[src/rtl/revocation_list_store_top_macros.svh]
// assertion helpers shared by the revocation list store modules
`ifndef REVOCATION_LIST_STORE_TOP_MACROS_SVH
`define REVOCATION_LIST_STORE_TOP_MACROS_SVH

// same-cycle implication, sampled on clk, off while rst_n is low
`define RLS_ASSERT_NOW(label, ante, cons, msg) \
    label: assert property (@(posedge clk) disable iff (!rst_n) (ante) |-> (cons)) \
        else $error(msg);

// next-cycle implication, sampled on clk, off while rst_n is low
`define RLS_ASSERT_NEXT(label, ante, cons, msg) \
    label: assert property (@(posedge clk) disable iff (!rst_n) (ante) |=> (cons)) \
        else $error(msg);

`endif

[src/rtl/rls_pkg.sv]
package rls_pkg;

    localparam int ISSUER_SLOTS_DEF       = 8;
    localparam int ENTRIES_PER_ISSUER_DEF = 64;

    localparam logic [1:0] KIND_START = 2'd0;
    localparam logic [1:0] KIND_ENTRY = 2'd1;
    localparam logic [1:0] KIND_QUERY = 2'd2;

    localparam logic [2:0] STS_OK         = 3'd0;
    localparam logic [2:0] STS_STALE      = 3'd1;
    localparam logic [2:0] STS_TABLE_FULL = 3'd2;
    localparam logic [2:0] STS_LIST_FULL  = 3'd3;
    localparam logic [2:0] STS_NO_LOAD    = 3'd4;

    typedef struct packed {
        logic [1:0]         kind;
        logic [63:0]        issuer_id;
        logic [63:0]        cert_id;
        logic [31:0]        expiry;
        logic signed [63:0] now_time;
    } rls_req_t;

    typedef struct packed {
        logic [2:0] status;
        logic       revoked;
    } rls_rsp_t;

    typedef enum logic [2:0] {
        CS_IDLE,
        CS_DECODE,
        CS_FIND,
        CS_APPLY,
        CS_SETUP,
        CS_SCAN,
        CS_RESP
    } rls_state_t;

    typedef struct packed {
        logic capture;
        logic decode;
        logic find_step;
        logic apply;
        logic scan_init;
        logic scan_step;
        logic result_load;
    } rls_cmd_t;

    typedef struct packed {
        logic [1:0] kind;
        logic       stale;
        logic       find_last;
        logic       scan_done;
        logic       out_busy;
    } rls_stat_t;

endpackage

[src/rtl/rls_ctrl.sv]
module rls_ctrl (
    input  logic               clk,
    input  logic               rst_n,
    input  logic               req_valid,
    output logic               req_stall,
    output rls_pkg::rls_cmd_t  cmd,
    input  rls_pkg::rls_stat_t stat
);
    import rls_pkg::*;

    rls_state_t state_reg;
    rls_state_t state_next;

    always_ff @(posedge clk or negedge rst_n)
    begin
        if (!rst_n)
        begin
            state_reg <= CS_IDLE;
        end
        else
        begin
            state_reg <= state_next;
        end
    end

    always_comb
    begin
        state_next = state_reg;
        cmd        = '0;
        req_stall  = 1'b1;
        case (state_reg)
            CS_IDLE:
            begin
                req_stall = 1'b0;
                if (req_valid)
                begin
                    cmd.capture = 1'b1;
                    state_next  = CS_DECODE;
                end
            end
            CS_DECODE:
            begin
                cmd.decode = 1'b1;
                if ((stat.kind == KIND_START && !stat.stale) || stat.kind == KIND_QUERY)
                begin
                    state_next = CS_FIND;
                end
                else
                begin
                    state_next = CS_RESP;
                end
            end
            CS_FIND:
            begin
                cmd.find_step = 1'b1;
                if (stat.find_last)
                begin
                    state_next = (stat.kind == KIND_START) ? CS_APPLY : CS_SETUP;
                end
            end
            CS_APPLY:
            begin
                cmd.apply  = 1'b1;
                state_next = CS_RESP;
            end
            CS_SETUP:
            begin
                cmd.scan_init = 1'b1;
                state_next    = CS_SCAN;
            end
            CS_SCAN:
            begin
                cmd.scan_step = 1'b1;
                if (stat.scan_done)
                begin
                    state_next = CS_RESP;
                end
            end
            CS_RESP:
            begin
                if (!stat.out_busy)
                begin
                    cmd.result_load = 1'b1;
                    state_next      = CS_IDLE;
                end
            end
            default:
            begin
                state_next = CS_IDLE;
            end
        endcase
    end

`include "revocation_list_store_top_macros.svh"

    `RLS_ASSERT_NEXT(a_take_decodes, req_valid && !req_stall, state_reg == CS_DECODE, "item taken but no decode")
    `RLS_ASSERT_NOW(a_load_when_free, cmd.result_load, state_reg == CS_RESP && !stat.out_busy, "result loaded over a held one")
    `RLS_ASSERT_NEXT(a_find_full_sweep, state_reg == CS_FIND && !stat.find_last, state_reg == CS_FIND, "slot sweep left early")

endmodule

[config.mk]
export PLATFORM = sky130hd
export DESIGN_NAME = rls_ctrl
export DESIGN_NICKNAME = d
export VERILOG_FILES = /design/src/rtl/rls_pkg.sv /design/src/rtl/rls_ctrl.sv
export VERILOG_INCLUDE_DIRS = /design/src /design/src/rtl
export SDC_FILE = /design/constraint.sdc
export NUM_CORES = 1
export LEC_CHECK = 0
export BUFFER_PORTS_ARGS = -buffer_cell sky130_fd_sc_hd__buf_2
export CORE_AREA = 5 5 42 44
export CTS_BUF_LIST = sky130_fd_sc_hd__clkbuf_4 sky130_fd_sc_hd__clkbuf_8
export CTS_CLUSTER_SIZE = 16
export DETAILED_ROUTE_END_ITERATION = 8
export DIE_AREA = 0 0 47 49
export GPL_TIMING_DRIVEN = 0
export PLACE_DENSITY = 0.46
export SLEW_MARGIN = 20
export SYNTH_ARGS = -nofsm -noshare
export SYNTH_HDL_FRONTEND = slang
export SYNTH_SLANG_ARGS = --single-unit
[constraint.sdc]
create_clock -name clk -period 1.1 [get_ports clk]
set_clock_uncertainty 0.05 [all_clocks]
set_input_delay 0 -clock clk [delete_from_list [all_inputs] [get_ports clk]]
set_output_delay 0 -clock clk [all_outputs]
set_load 0.01 [all_outputs]
==> key figures <==
Status
  – Status: finished with violations
  – Failing checks: negative setup slack

Setup path
  – Worst-path maximum fanout: 3
  – Setup crit start kind: register
  – Critical Path AT: 1.28 ns
  – WP data required: 1.05 ns
  – Type of destination of the critical path: primary output
  – Crit path kind: reg -> out

Clock tree
  – Root buffer cell: clkbuf_4
  – H-tree lvl count: 1
  – Clk_lat worst skew: 0.24 ns
  – Clock Sinks: 3
  – Reg clk slew, reported paths: 0.04 ns
  – CTS Buffer Depth: 2
  – CTS buffer count: 3
  – CTS tree: done

Yosys
  – Compound-cell area share of the yosys netlist: 0.275
  – Top cells by area, synth: dfrtp_1 27%, nor3b_1 8.1%, a21oi_1 5.4%
  – Synth Area per Inst: 7.72 sq um
  – Fraction of registers with async set/reset: 1.00
  – Post-synth top area share: 0.270
  – Mapped cell area: 278 sq um
  – Cells after Synth: 36
  – Largest family of logic cells by synthesized area: simple AND/OR/NAND/NOR gates
  – Prevailing post-synth register cell: dfrtp_1
  – Proportion of synthesized area in mux cells: 0.0360
  – Register area share after synthesis: 0.270
  – Seq cells post-synth: 3
  – Post-synthesis cell type count: 19
  – Simple-Gate Fraction of Synth Area: 0.315
  – Adder-Cell Fraction of Synth Area: 0
  – EDFF count, synth: 0
  – YS warnings: 0
  – Post-synth top area cell: dfrtp_1
  – Commonest cells in the netlist: 4 x nand2_1, 4 x nor2_1, 3 x a21oi_1, 3 x dfrtp_1, 3 x nor3b_1
  – Post-Synth XOR/XNOR Area: 0
  – Syn_nets: 45

STA
  – Worst slew margin: 0.874
  – Fin crit share: 1.21
  – Final Hold Fails: 0
  – Final WS setup: -0.235 ns
  – RSZ-0062 raised after global routing: true
  – Fmax: 749 MHz
  – Worst Max-Slew Pin Slew: 0.185 ns
  – Post-route minimum period: 1.33 ns
  – Fin. max-slew vios: 0
  – Final setup vio count: 11
  – Hold Slack: 0.0173 ns

Power
  – Pwr dens: 2910 nW/um^2
  – Lkg Pwr: 0.000314 uW
  – VDD IR max: 1.38 mV
  – Total power: 1910 uW

Route
  – 1st-pass router iterations: 3
  – Starting DRT DRC Count: 4
  – # DRC: 0
  – Wire length per cell: 13.5 um
  – Via count: 413
  – Final wirelength: 1.18 mm
  – Number of nets with antenna violations after routing: 0
  – Vias per cell: 4.75

Global route
  – First-pass GRT wire length: 1.84 mm
  – Total GRT Usage: 0.108
  – Largest net degree at the start of global routing: 7
  – GRT overflow: 0
  – Vias in the first global route: 411
  – Initial antenna violation count: 0

Final layout
  – Antenna cell count: 0
  – Synthesis-to-finish area growth: 136%
  – Fraction of layout cells with a size suffix above 1: 0.761
  – Final net count: 81
  – Fill count: 148
  – Max reg flops: 3

Floorplanning
  – Core Footprint: 1400 sq um
  – Die area: 2300 sq um
  – Initial Util: 0.198
  – Die width: 47 um
  – Die H: 49 um
  – Ports: 17
  – Rows: 14

Place
  – Hpwl dp: 619 um
  – RePlAce Congestion: 0.711
  – Pre-CTS WS: -0.0729 ns
  – Port Buffer Count: 16

Worst hold path
  – Worst hold path type: in -> reg

Run
  – Max Cap Viol: 0
[what timing repair did]
item / CTS / global route
endpoints found under the hold margin: 4 / 0
gates resized for setup: 23 / 11
pin swaps: 5 / 3
hold buffers: 2 / 0
setup buffers: 9 / 2
endpoints found under the setup margin: 11 / 11
gates cloned: 2 / 0
[path summary, 6_finish.rpt]
kind,start,end,slack (ns),depth (start not counted)
setup / recovery,state_reg[0]$_DFFE_PN0P_,cmd[6],-0.23,4
hold / removal,stat[3],state_reg[2]$_DFFE_PN0P_,0.02,3
setup reg to reg,state_reg[0]$_DFFE_PN0P_,state_reg[2]$_DFFE_PN0P_,-0.19,5
hold reg to reg,state_reg[2]$_DFFE_PN0P_,state_reg[0]$_DFFE_PN0P_,0.69,4
max in group asynchronous,rst_n,state_reg[1]$_DFFE_PN0P_,0.84,2
min in group asynchronous,rst_n,state_reg[0]$_DFFE_PN0P_,0.03,2
[layout by cell type, fill, tap and decap left out, drive strengths merged, types with 3 or more instances in the layout]
cell type / count
a21oi: 3
nor2: 4
dfrtp: 3
nor3b: 3
nand2: 4
clkbuf: 4
buf: 32
[logic make-up (layout without fill, tap and decap cells)]
family          count (synthesis)  in the layout
compound gates                 10             10
flops                           3              3
buf+inv                         5             40
simple gates                   17             17
mux                             1              1
[critical path, cell delays in order (launching register included)]
cell and delay, ns:
dfrtp_1 0.38, buf_6 0.13, or3_4 0.33, nor2_2 0.07, buf_2 0.13
[report_power, final]
part,total [uW],internal (uW),switching [uW]
Clock,230,161,68.4
Sequential,241,172,68.7
Combinational,1440,827,610
[through the flow]
step           cells  utilization  instance area (sq um)  setup TNS, ns
6_report          87        0.468                    656          -1.45
5_1_grt           87        0.468                    656          -2.04
4_1_cts           85        0.427                    598          -1.32
3_5_place_dp      68        0.270                    378         -0.170
3_3_place_gp      68        0.270                    378         -0.175
2_1_floorplan     36            -                    278        -0.0134
[area by class of cell]
type | instances | area, sq um | share of cell area
well taps | 16 | 20.0 | 0.0305
multi-input cells | 28 | 249 | 0.380
flip-flops and latches | 3 | 77.6 | 0.118
repair buffers | 31 | 230 | 0.351
inverters | 2 | 15.0 | 0.0229
clock buffers | 4 | 30.0 | 0.0458
plain buffers | 3 | 33.8 | 0.0515
[metal layers]
metal  GRT usage  wire (um)  up-vias
met1       0.141        464      197
met2       0.165        587       15
li1            -          -      197
met3      0.0258         81        4
met4      0.0415         42        0
met5           0          0        -
(Power assumes the default switching activity.)
